==> config.mk <==
export PLATFORM = sky130hd
export DESIGN_NAME = tiny_8bit_cpu_fetch_execute_unit
export DESIGN_NICKNAME = d
export VERILOG_FILES = /design/src/sv/t8cpu_pkg.sv /design/src/sv/t8cpu_ram.sv /design/src/sv/tiny_8bit_cpu_fetch_execute_unit.sv
export SDC_FILE = /design/constraint.sdc
export NUM_CORES = 2
export LEC_CHECK = 0
export BUFFER_PORTS_ARGS = -buffer_cell sky130_fd_sc_hd__buf_2
export CAP_MARGIN = 25
export CORE_MARGIN = 2
export CORE_UTILIZATION = 45
export CTS_CLUSTER_DIAMETER = 80
export DETAILED_ROUTE_END_ITERATION = 6
export GPL_ROUTABILITY_DRIVEN = 1
export MAX_ROUTING_LAYER = met4
export PLACE_DENSITY_LB_ADDON = 0.15
export SLEW_MARGIN = 20
export SYNTH_ARGS = -nofsm -noshare
export SYNTH_HDL_FRONTEND = slang
export SYNTH_SLANG_ARGS = --single-unit
==> constraint.sdc <==
create_clock -name clk -period 6.45 [get_ports clk]
set_input_delay 0.645 -clock clk [delete_from_list [all_inputs] [get_ports clk]]
set_output_delay 0.645 -clock clk [all_outputs]
set_load 0.02 [all_outputs]
==> src/sv/t8cpu_pkg.sv <==
// ----------------------------------------------------------------------------
// t8cpu_pkg
// Shared constants and types of the tiny 8-bit CPU fetch/execute unit.
// ----------------------------------------------------------------------------
package t8cpu_pkg;

    // Default code store depth in words.
    localparam int CODE_DEPTH_DEF = 64;

    // Field widths.
    localparam int PC_W   = 6;
    localparam int DATA_W = 8;
    localparam int WORD_W = 9;
    localparam int CNT_W  = 32;

    // Item kinds carried on the input tuser bit.
    localparam logic OP_LOAD = 1'b0;
    localparam logic OP_STEP = 1'b1;

    // ALU operation codes.
    localparam logic [2:0] ALU_ADD   = 3'd0;
    localparam logic [2:0] ALU_XOR   = 3'd1;
    localparam logic [2:0] ALU_AND   = 3'd2;
    localparam logic [2:0] ALU_OR    = 3'd3;
    localparam logic [2:0] ALU_PASSX = 3'd4;
    localparam logic [2:0] ALU_PASSY = 3'd5;

    // Destination register codes.
    localparam logic [1:0] DST_X0 = 2'd0;
    localparam logic [1:0] DST_X1 = 2'd1;
    localparam logic [1:0] DST_Y0 = 2'd2;
    localparam logic [1:0] DST_Y1 = 2'd3;

    // Miscellaneous instruction codes (low three bits).
    localparam logic [2:0] MISC_HALT = 3'd0;
    localparam logic [2:0] MISC_CLC  = 3'd1;

    // ALU evaluation result with its flags.
    typedef struct packed {
        logic              carry;
        logic              zero;
        logic [DATA_W-1:0] result;
    } alu_out_t;

endpackage

==> src/sv/t8cpu_ram.sv <==
// ----------------------------------------------------------------------------
// t8cpu_ram
// Generic RAM with one write port and two registered read ports.
// ----------------------------------------------------------------------------
module t8cpu_ram #(
    parameter int WIDTH = 9,
    parameter int DEPTH = 64
) (
    input  logic                     clk,
    input  logic                     we,
    input  logic [$clog2(DEPTH)-1:0] waddr,
    input  logic [WIDTH-1:0]         wdata,
    input  logic [$clog2(DEPTH)-1:0] raddr_a,
    output logic [WIDTH-1:0]         rdata_a,
    input  logic [$clog2(DEPTH)-1:0] raddr_b,
    output logic [WIDTH-1:0]         rdata_b
);

    logic [WIDTH-1:0] mem [DEPTH];
    logic [WIDTH-1:0] rdata_a_reg;
    logic [WIDTH-1:0] rdata_b_reg;

    // Write port.
    always_ff @(posedge clk)
    begin
        if (we)
        begin
            mem[waddr] <= wdata;
        end
    end

    // Registered reads return the old contents on a same-address write.
    always_ff @(posedge clk)
    begin
        rdata_a_reg <= mem[raddr_a];
        rdata_b_reg <= mem[raddr_b];
    end

    assign rdata_a = rdata_a_reg;
    assign rdata_b = rdata_b_reg;

endmodule

==> src/sv/tiny_8bit_cpu_fetch_execute_unit.sv <==
// ----------------------------------------------------------------------------
// tiny_8bit_cpu_fetch_execute_unit
// Small 8-bit CPU with four registers and a 9-bit code store, driven by a
// stream of load and step items.
// ----------------------------------------------------------------------------
// Each input beat either writes one code word (tuser low) or executes one
// instruction (tuser high), and produces one output beat with the machine
// state after it. The unit takes one beat per clock cycle when the output
// side is ready. The code store is a RAM with registered reads: while an
// instruction executes, the address of the following instruction (and of
// the word after it, for load-immediate) is computed and read, so the
// fetched words are ready in the next cycle; code loads to those addresses
// are forwarded. Per-word valid bits make the store read as zero after
// reset without a clearing pass.
module tiny_8bit_cpu_fetch_execute_unit #(
    parameter int CODE_DEPTH = t8cpu_pkg::CODE_DEPTH_DEF
) (
    input  logic        clk,
    input  logic        rst_n,
    // Input beats.
    input  logic        s_tvalid,
    output logic        s_tready,
    input  logic [15:0] s_tdata,   // load_addr[5:0], load_word[14:6], zero pad
    input  logic        s_tuser,   // opcode
    // Output beats.
    output logic        m_tvalid,
    input  logic        m_tready,
    output logic [79:0] m_tdata    // pc[5:0], x0[13:6], x1[21:14], y0[29:22],
                                   // y1[37:30], carry[38], zero[39],
                                   // halted[40], cycles[72:41], zero pad
);

    localparam int AW = $clog2(CODE_DEPTH);
    localparam int PW = t8cpu_pkg::PC_W;
    localparam int DW = t8cpu_pkg::DATA_W;
    localparam int WW = t8cpu_pkg::WORD_W;
    localparam int CW = t8cpu_pkg::CNT_W;

    // Reduce a program address modulo the code store depth.
    function automatic logic [AW-1:0] code_index(input logic [PW-1:0] a);
        logic [8:0] v;
        v = {{(9-PW){1'b0}}, a};
        for (int i = 0; i < 4; i++)
        begin
            if (v >= 9'(CODE_DEPTH))
            begin
                v = v - 9'(CODE_DEPTH);
            end
        end
        return v[AW-1:0];
    endfunction

    // ALU evaluation from an operation, bank selects and the registers.
    function automatic t8cpu_pkg::alu_out_t alu_eval(
        input logic [2:0]    sel,
        input logic          bx,
        input logic          by,
        input logic [DW-1:0] x0,
        input logic [DW-1:0] x1,
        input logic [DW-1:0] y0,
        input logic [DW-1:0] y1
    );
        t8cpu_pkg::alu_out_t o;
        logic [DW-1:0]       a;
        logic [DW-1:0]       b;
        logic [DW:0]         sum;
        a   = bx ? x1 : x0;
        b   = by ? y1 : y0;
        sum = {1'b0, a} + {1'b0, b};
        o.carry = 1'b0;
        case (sel)
            t8cpu_pkg::ALU_ADD:
            begin
                o.result = sum[DW-1:0];
                o.carry  = sum[DW];
            end
            t8cpu_pkg::ALU_XOR:   o.result = a ^ b;
            t8cpu_pkg::ALU_AND:   o.result = a & b;
            t8cpu_pkg::ALU_OR:    o.result = a | b;
            t8cpu_pkg::ALU_PASSX: o.result = a;
            default:              o.result = b;
        endcase
        o.zero = (o.result == '0);
        return o;
    endfunction

    // Machine state; it also serves as the output register.
    logic [PW-1:0] pc_reg,    pc_next;
    logic [DW-1:0] x0_reg,    x0_next;
    logic [DW-1:0] x1_reg,    x1_next;
    logic [DW-1:0] y0_reg,    y0_next;
    logic [DW-1:0] y1_reg,    y1_next;
    logic [2:0]    sel_reg,   sel_next;
    logic          bx_reg,    bx_next;
    logic          by_reg,    by_next;
    logic          carry_reg, carry_next;
    logic          zero_reg,  zero_next;
    logic          halt_reg,  halt_next;
    logic [CW-1:0] cycle_reg, cycle_next;
    logic          m_valid_reg;

    // Code store read side.
    logic [CODE_DEPTH-1:0] valid_reg;
    logic                  fwd0_reg, fwd1_reg;
    logic                  vld0_reg, vld1_reg;
    logic [WW-1:0]         fwd_word_reg;
    logic [WW-1:0]         ram_rd0, ram_rd1;
    logic [WW-1:0]         word0, word1;
    logic [AW-1:0]         rd_addr0, rd_addr1;
    logic [AW-1:0]         wr_addr;
    logic                  ram_we;

    logic                  s_fire;
    logic [PW-1:0]         load_addr;
    logic [WW-1:0]         load_word;
    logic                  jflag;
    t8cpu_pkg::alu_out_t   alu_res;
    t8cpu_pkg::alu_out_t   alu_flags;

    assign load_addr = s_tdata[5:0];
    assign load_word = s_tdata[14:6];

    // Handshake: the state registers hold the result until it is taken.
    assign s_tready = !m_valid_reg || m_tready;
    assign s_fire   = s_tvalid && s_tready;
    assign m_tvalid = m_valid_reg;
    assign m_tdata  = {7'd0, cycle_reg, halt_reg, zero_reg, carry_reg,
                       y1_reg, y0_reg, x1_reg, x0_reg, pc_reg};

    // Fetched words: forwarded load data, stored data, or zero if unwritten.
    assign word0 = fwd0_reg ? fwd_word_reg : (vld0_reg ? ram_rd0 : '0);
    assign word1 = fwd1_reg ? fwd_word_reg : (vld1_reg ? ram_rd1 : '0);

    // Instruction execution.
    always_comb
    begin
        pc_next    = pc_reg;
        x0_next    = x0_reg;
        x1_next    = x1_reg;
        y0_next    = y0_reg;
        y1_next    = y1_reg;
        sel_next   = sel_reg;
        bx_next    = bx_reg;
        by_next    = by_reg;
        carry_next = carry_reg;
        zero_next  = zero_reg;
        halt_next  = halt_reg;
        cycle_next = cycle_reg;
        ram_we     = 1'b0;
        jflag      = word0[6] ? zero_reg : carry_reg;
        alu_res    = alu_eval(word0[4:2], word0[6], word0[5],
                              x0_reg, x1_reg, y0_reg, y1_reg);
        alu_flags  = '0;
        if (s_fire)
        begin
            if (s_tuser == t8cpu_pkg::OP_LOAD)
            begin
                ram_we = 1'b1;
            end
            else if (!halt_reg)
            begin
                pc_next    = pc_reg + PW'(1);
                cycle_next = cycle_reg + CW'(1);
                if (word0[8])
                begin
                    // Conditional jump, taken when the flag differs from the not bit.
                    if (jflag != word0[7])
                    begin
                        pc_next = word0[5:0];
                    end
                end
                else if (word0[7])
                begin
                    // ALU operation with bank selects and a destination.
                    if (word0[4:2] > t8cpu_pkg::ALU_PASSY)
                    begin
                        halt_next = 1'b1;
                    end
                    else
                    begin
                        bx_next  = word0[6];
                        by_next  = word0[5];
                        sel_next = word0[4:2];
                        case (word0[1:0])
                            t8cpu_pkg::DST_X0: x0_next = alu_res.result;
                            t8cpu_pkg::DST_X1: x1_next = alu_res.result;
                            t8cpu_pkg::DST_Y0: y0_next = alu_res.result;
                            default:           y1_next = alu_res.result;
                        endcase
                        alu_flags  = alu_eval(sel_next, bx_next, by_next,
                                              x0_next, x1_next, y0_next, y1_next);
                        carry_next = alu_flags.carry;
                        zero_next  = alu_flags.zero;
                    end
                end
                else if (word0[6])
                begin
                    pc_next = word0[5:0];
                end
                else if (word0[5])
                begin
                    halt_next = 1'b1;
                end
                else if (word0[4])
                begin
                    // Load immediate from the next word into the masked registers.
                    if (word0[0])
                    begin
                        x0_next = word1[DW-1:0];
                    end
                    if (word0[1])
                    begin
                        x1_next = word1[DW-1:0];
                    end
                    if (word0[2])
                    begin
                        y0_next = word1[DW-1:0];
                    end
                    if (word0[3])
                    begin
                        y1_next = word1[DW-1:0];
                    end
                    alu_flags  = alu_eval(sel_reg, bx_reg, by_reg,
                                          x0_next, x1_next, y0_next, y1_next);
                    carry_next = alu_flags.carry;
                    zero_next  = alu_flags.zero;
                    pc_next    = pc_reg + PW'(2);
                end
                else if (word0[2:0] == t8cpu_pkg::MISC_CLC)
                begin
                    carry_next = 1'b0;
                end
                else
                begin
                    halt_next = 1'b1;
                end
            end
        end
    end

    // Fetch addresses follow the next program counter.
    assign rd_addr0 = code_index(pc_next);
    assign rd_addr1 = code_index(pc_next + PW'(1));
    assign wr_addr  = code_index(load_addr);

    t8cpu_ram #(
        .WIDTH (WW),
        .DEPTH (CODE_DEPTH)
    ) u_code (
        .clk     (clk),
        .we      (ram_we),
        .waddr   (wr_addr),
        .wdata   (load_word),
        .raddr_a (rd_addr0),
        .rdata_a (ram_rd0),
        .raddr_b (rd_addr1),
        .rdata_b (ram_rd1)
    );

    // Forwarding and valid tracking for the registered reads.
    always_ff @(posedge clk or negedge rst_n)
    begin
        if (!rst_n)
        begin
            valid_reg <= '0;
            fwd0_reg  <= 1'b0;
            fwd1_reg  <= 1'b0;
            vld0_reg  <= 1'b0;
            vld1_reg  <= 1'b0;
        end
        else
        begin
            fwd0_reg <= ram_we && (wr_addr == rd_addr0);
            fwd1_reg <= ram_we && (wr_addr == rd_addr1);
            vld0_reg <= valid_reg[rd_addr0];
            vld1_reg <= valid_reg[rd_addr1];
            if (ram_we)
            begin
                valid_reg[wr_addr] <= 1'b1;
            end
        end
    end

    always_ff @(posedge clk)
    begin
        fwd_word_reg <= load_word;
    end

    // Machine state and output valid.
    always_ff @(posedge clk or negedge rst_n)
    begin
        if (!rst_n)
        begin
            pc_reg      <= '0;
            x0_reg      <= '0;
            x1_reg      <= '0;
            y0_reg      <= '0;
            y1_reg      <= '0;
            sel_reg     <= t8cpu_pkg::ALU_ADD;
            bx_reg      <= 1'b0;
            by_reg      <= 1'b0;
            carry_reg   <= 1'b0;
            zero_reg    <= 1'b1;
            halt_reg    <= 1'b0;
            cycle_reg   <= '0;
            m_valid_reg <= 1'b0;
        end
        else
        begin
            pc_reg      <= pc_next;
            x0_reg      <= x0_next;
            x1_reg      <= x1_next;
            y0_reg      <= y0_next;
            y1_reg      <= y1_next;
            sel_reg     <= sel_next;
            bx_reg      <= bx_next;
            by_reg      <= by_next;
            carry_reg   <= carry_next;
            zero_reg    <= zero_next;
            halt_reg    <= halt_next;
            cycle_reg   <= cycle_next;
            if (s_fire)
            begin
                m_valid_reg <= 1'b1;
            end
            else if (m_tready)
            begin
                m_valid_reg <= 1'b0;
            end
        end
    end

endmodule

; After elaboration in Yosys (flattened, before gate mapping)
; Memories as Yosys holds them, arrays and structs flattened. A register that Yosys moved wholly into a read port is not among the register bits.
; Cells that the tools add are included.
[totals]
reg_bits = 156
ramBits = 576
inputBits = 21
out_inout_bits = 82
n_memories = 1
[op_classes]
n_addsub = 7
n_lt_le_gt_ge = 5
n_eq_ne = 17
n_mux = 154
bitwise_logic = 13
reduce_logical = 20
[memory_table]
columns = memory, depth, word_bits, read_ports, rd_ports_with_merged_regs, wr, line_no
row1 = u_code.mem, 64, 9, 2, 2, 1, t8cpu_ram.sv:19  ; logic [WIDTH-1:0] mem [DEPTH];
[op_table]
columns = cell, count
row1 = 8-bit two-way mux, 106
row2 = 8-bit case mux with 5 select lines, 3
row3 = 64-bit OR, 1
row4 = 6-bit two-way mux, 9
row5 = 32-bit by 1-bit adder with 32-bit output (second input constant), 1
row6 = 1-bit two-way mux, 31
row7 = 8-bit AND, 3
row8 = 8-bit OR, 3
row9 = 8-bit bitwise XOR, 3
row10 = 6-bit by 7-bit < comparator with 1-bit output (second input constant), 3
row11 = 8-bit by 8-bit adder with 9-bit output, 2
row12 = 9-bit two-way mux, 2
row13 = 8-bit logical NOT, 2
row14 = 8-bit AND reduction, 2
row15 = 6-bit by 1-bit adder with 6-bit output (second input constant), 2
row16 = 1-bit binary-select mux with 6-bit select, 2
row17 = 3-bit by 2-bit equality test with 1-bit output (second input constant), 4
row18 = 6-bit equality test, 2
row19 = 3-bit by 1-bit equality test with 1-bit output (second input constant), 3
row20 = 8-bit adder, 1
row21 = 6-bit by 2-bit adder with 6-bit output (second input constant), 1
row22 = 1-bit demux with 6-bit select, 1
row23 = 3-bit equality test (second input constant), 2
row24 = 6-bit by 1-bit greater-or-equal comparator with 1-bit output (second input constant), 1
row25 = other kinds (18), 26

; Depth between registers and ports, before layout
[depth]
depth_word = 27
depth_mapped = 29
mapped_depth_nobuf = 26

; Cells and area by module
; A second synthesis with hierarchy kept.
[hier_totals]
cells_unflattened = 2761
area_unflattened_um2 = 39589.2
[modules_own_cells]
columns = module, instances, cells_each, area_each_um2
row1 = t8cpu_ram, 1, 1415, 27541.4
row2 = tiny_8bit_cpu_fetch_execute_unit, 1, 1346, 12047.8

; Worst setup path after synthesis
; No wires, ideal clock.
[synth_timing]
path_kind = input -> register
from = input port m_tready
to = register u_code.rdata_b_reg[3], in the netlist u_code.rdata_b[3], read port of u_code.mem
setup_time_ps = 118
t_arrival_ps = 5047
setup_slack_ps = 1286
stages = 21
n_path_buf = 10
cell_sequence = nand2b_1 > and4b_1 > clkbuf_1 > nand2_1 > o221a_4 > and2_1 > buf_6 > inv_4 > buf_12 > buf_12 > buf_8 > buf_6 > buf_2 > ha_1 > clkbuf_1 > clkbuf_1 > clkbuf_1 > mux4_2 > a2111oi_0 > o21ai_1 > o2111a_1
[synth_between]
elab_chain_cells = 4
[synth_lines]
columns = element, line_no
row1 = start: declaration, tiny_8bit_cpu_fetch_execute_unit.sv:27  ; input logic m_tready,
row2 = 1-bit logical OR, tiny_8bit_cpu_fetch_execute_unit.sv:124  ; assign s_tready = !m_valid_reg || m_tready;
row3 = 1-bit logical AND, tiny_8bit_cpu_fetch_execute_unit.sv:125  ; assign s_fire = s_tvalid && s_tready;
row4 = 6-bit two-way mux, tiny_8bit_cpu_fetch_execute_unit.sv:154  ; if (s_fire)
row5 = net pc_next[0], tiny_8bit_cpu_fetch_execute_unit.sv:88  ; logic [PW-1:0] pc_reg, pc_next;
row6 = 6-bit by 1-bit adder with 6-bit output, tiny_8bit_cpu_fetch_execute_unit.sv:243  ; assign rd_addr1 = code_index(pc_next + PW'(1));
row7 = end: declaration, t8cpu_ram.sv:21  ; logic [WIDTH-1:0] rdata_b_reg;
; The timed path passes the listed nets, and every way through them passes these cells.
; A chain may end at the register's enable or synchronous reset.

; Final worst setup path
[layout_timing]
from = register vld0_reg
to = register zero_reg
[layout_between]
elab_chain_cells = 27
elab_cells_between_ends = 124
[layout_lines]
columns = element, line_no
row1 = start: declaration, tiny_8bit_cpu_fetch_execute_unit.sv:105  ; logic vld0_reg, vld1_reg;
row2 = start signal: assignment, tiny_8bit_cpu_fetch_execute_unit.sv:275  ; vld0_reg <= valid_reg[rd_addr0];
row3 = 9-bit two-way mux * (2 in a row), tiny_8bit_cpu_fetch_execute_unit.sv:131  ; assign word0 = fwd0_reg ? fwd_word_reg : (vld0_reg ? ram_rd0 : '0);
row4 = branches (longest 25 deep; another with 8-bit by 8-bit adder with 9-bit output), -
row5 = end signal: assignment, tiny_8bit_cpu_fetch_execute_unit.sv:319  ; zero_reg <= zero_next;
row6 = end: declaration, tiny_8bit_cpu_fetch_execute_unit.sv:97  ; logic zero_reg, zero_next;
; Mark *: on every way between the ends. The select of a mux whose other input is x is not followed.

==> insert_results.sql <==
INSERT INTO impl_metrics (metric_group, metric, value, unit) VALUES
('timing', 'slew-limit-headroom', '0.229', ''),
('global_route', 'grt_first_pass_wirelength', '195', 'mm'),
('critical_path', 'cp.required', '6990', 'ps'),
('layout', 'seq_area', '21500', 'sq um'),
('synthesis', 'mapped_avg_cell_area', '12.4', 'sq um'),
('timing', 'rsz0062_at_grt', 'no', ''),
('global_route', 'grt_max_degree', '151', ''),
('critical_path', 'critical_path_class', 'flop to flop', ''),
('pwr', 'power.net_switching', '0.00920', 'W'),
('floorplan', 'die_x', '300', 'um'),
('status', 'run_status', 'finished clean', ''),
('synthesis', 'ys.flop_type', 'edfxtp_1', ''),
('synthesis', 'synth_enable_flop_cells', '576', ''),
('timing', 'min_period', '5800', 'ps'),
('routing', 'route.detailed.vias_per_inst', '6.45', ''),
('flow_run', 'max_cap_violations', '0', ''),
('global_route', 'grt_busiest_layer', 'met2', ''),
('pwr', 'worst_ir_drop_vdd', '637', 'uV'),
('pwr', 'pwr_density_cell', '485', 'nW/um^2'),
('global_route', 'grt_pass1_vias', '28600', ''),
('clock_tree', 'tritoncts_num_sinks', '749', ''),
('timing', 'final.setup.worst_slack', '653', 'ps'),
('critical_path', 'cp-start-kind', 'flop', ''),
('synthesis', 'synth_async_sr_flop_share', '0.196', ''),
('layout', 'number_of_flip_flops_in_the_largest_register', '576', ''),
('synthesis', 'synth.cells.most_frequent', '576 x edfxtp_1, 367 x nand2_1, 175 x mux2i_1', ''),
('placed_design', 'place_inst', '4320', ''),
('floorplan', 'start_util', '0.454', ''),
('synthesis', 'ys_seq_area_frac', '0.547', ''),
('clock_tree', 'numCtsBuffers', '85', ''),
('timing', 'max_transition_viols_final', '0', ''),
('pwr', 'power_frac_seq', '0.261', ''),
('layout', 'multiInputGateArea', '16400', 'sq um'),
('min_path', 'min-delay-path-class', 'input pin to async pin', ''),
('timing', 'tightestPinTransition', '1130', 'ps'),
('timing', 'final_min_period_over_clock_period', '0.899', ''),
('routing', 'antenna_violating_nets_post_route', '0', ''),
('routing', 'first_pass_iters', '5', ''),
('clock_tree', 'clock_tree.htree_level_count', '3', ''),
('global_route', 'antenna_found_initial', '7', ''),
('synthesis', 'netlist-cell-type-count', '100', ''),
('floorplan', 'core-area', '86600', 'sq um'),
('placed_design', 'gp_congestion', '0.997', ''),
('critical_path', 'critPathMaxFanout', '24', ''),
('pwr', 'leakage_power_figure', '16.4', 'nW'),
('timing', 'clock.fmax', '173', 'MHz'),
('synthesis', 'synth.area.top_cells', 'edfxtp_1 44%, dfrtp_1 9.3%, mux4_2 8.2%', ''),
('clock_tree', 'cts_max_path_buffers', '3', ''),
('pwr', 'power.combinational.fraction', '0.516', ''),
('layout', 'final_net_count', '3343', ''),
('placed_design', 'io_buffer_count', '94', ''),
('timing', 'final.setup_skew', '27.5', 'ps'),
('global_route', 'global_route.usage.met3', '0.0497', ''),
('placed_design', 'hpwlAfterDp', '87.1', 'mm'),
('global_route', 'grt_util_all_layers', '0.302', ''),
('timing', 'report.final.hold_viol_count', '0', ''),
('floorplan', 'die_height', '300', 'um'),
('synthesis', 'synth_largest_area_cell', 'edfxtp_1', ''),
('layout', 'final_cells', '4497', ''),
('floorplan', 'rows', '108', ''),
('global_route', 'grtUsageMet1', '0.397', ''),
('clock_tree', 'clk_pin_slew', '60', 'ps'),
('floorplan', 'pin_count', '103', ''),
('layout', 'filler_cell_count', '7532', ''),
('pwr', 'clockPowerShare', '0.223', ''),
('routing', 'dr.first_iter.drc_count', '3165', ''),
('clock_tree', 'postCtsResizedCells', '0', ''),
('routing', 'routed_wire_length_per_instance', '29.5', 'um'),
('synthesis', 'top_count_cell_post_synth', 'edfxtp_1', ''),
('pwr', 'power_switching_share', '0.431', ''),
('clock_tree', 'buffer_count_from_post_cts_setup_fixing', '0', '');
[metal layers]
layer / part of all wire / routed length, um / vias up
met5: 0 / 0 / -
met4: 0.048 / 6350 / 0
met3: 0.076 / 10000 / 292
met2: 0.47 / 62100 / 1355
met1: 0.41 / 54300 / 14800
li1: - / - / 12500
[worst paths after layout]
path	from	end	slack, ps	depth (start not counted)
worst max-delay path	vld0_reg	zero_reg	650	24
worst max register to register	vld0_reg	zero_reg	650	24
min in group clk	s_tvalid	m_tvalid	240	2
worst min register to register	cycle_reg[31]	cycle_reg[31]	470	1
worst min-delay path	rst_n	valid_reg[62]	60	1
max in group asynchronous	rst_n	x0_reg[1]	4780	2
[stage by stage]
| step | utilization | hold WS, ps | power [W] | instance area [sq um] |
|---|---|---|---|---|
| after floorplan | - | 349 | 0.0129 | 39300 |
| after global placement | 0.473 | 451 | 0.0165 | 40900 |
| after detailed placement | 0.475 | 475 | 0.0165 | 41100 |
| after CTS | 0.506 | 133 | 0.0213 | 43800 |
| after global routing | 0.508 | 137 | 0.0222 | 44000 |
| final | 0.508 | 61.7 | 0.0213 | 44000 |
[critical path: stages (launching register included)]
cell and delay [ps]:
dfrtp_1 560, nand3b_1 320, nand2_2 200, buf_4 330, mux2i_1 450, inv_1 110, ha_1 360, nor2_1 70
a21oi_1 130, o22ai_1 110, a222oi_1 260, a21bo_2 330, o21ai_0 310, mux2_2 270, inv_1 60, ha_1 390
xor2_1 190, nor2_1 120, a22oi_1 80, o41ai_1 450, buf_4 190, nand3_1 70, a21oi_1 160, a41oi_1 70
o41ai_1 90
[area by class of cell]
class	count	share of cell area
sequential	749	0.489
multi-input combinational	2133	0.373
clock buffer	117	0.0527
timing repair buffer	229	0.0373
tap	1155	0.0328
clock inverter	35	0.00839
inverter	70	0.00640
antenna	9	0.000512
[placed cells by master, fill, tap and decap left out, drive strengths merged, types with 11 or more instances in the layout]
| master | n |
|---|---|
| mux4 | 144 |
| ha | 52 |
| mux2 | 24 |
| or3 | 11 |
| a22oi | 11 |
| clkinv | 23 |
| and3 | 95 |
| inv | 76 |
| xor2 | 20 |
| or2 | 68 |
| a31oi | 68 |
| a21oi | 123 |
| edfxtp | 576 |
| a2111oi | 27 |
| a21o | 12 |
| a311oi | 31 |
| a221oi | 37 |
| nand2 | 372 |
| a221o | 11 |
| o21bai | 12 |
| xnor2 | 38 |
| a211o | 19 |
| nor2 | 130 |
| dfrtp | 146 |
| clkbuf | 117 |
| dfxtp | 26 |
| o21ai | 110 |
| nor2b | 70 |
| and2 | 14 |
| nor4 | 21 |
| nor3 | 27 |
| a22o | 32 |
| o21a | 14 |
| buf | 228 |
| nand3 | 59 |
| o22ai | 69 |
| mux2i | 175 |
| a211oi | 97 |
| o221ai | 25 |
| nand4 | 18 |
[cells by family (layout without fill, tap and decap cells)]
logic type,count (synthesis),count (layout),synth area share
compound gates,761,761,0.137
xor+xnor,58,58,0.0131
fa+ha+maj,54,54,0.0176
buf+inv,300,451,0.0390
flops,749,749,0.547
mux,343,343,0.134
other cells,1,16,0.0000954
simple gates,910,910,0.112
[power by group through the flow]
stage	Sequential (W)	Clock, W	Combinational (W)
after floorplan	0.00563	0	0.00724
after global placement	0.00565	0	0.0108
after detailed placement	0.00566	0	0.0109
after CTS	0.00556	0.00482	0.0109
after global routing	0.00559	0.00501	0.0116
final	0.00557	0.00476	0.0110
Note: power is estimated with default switching activity, not from simulation.
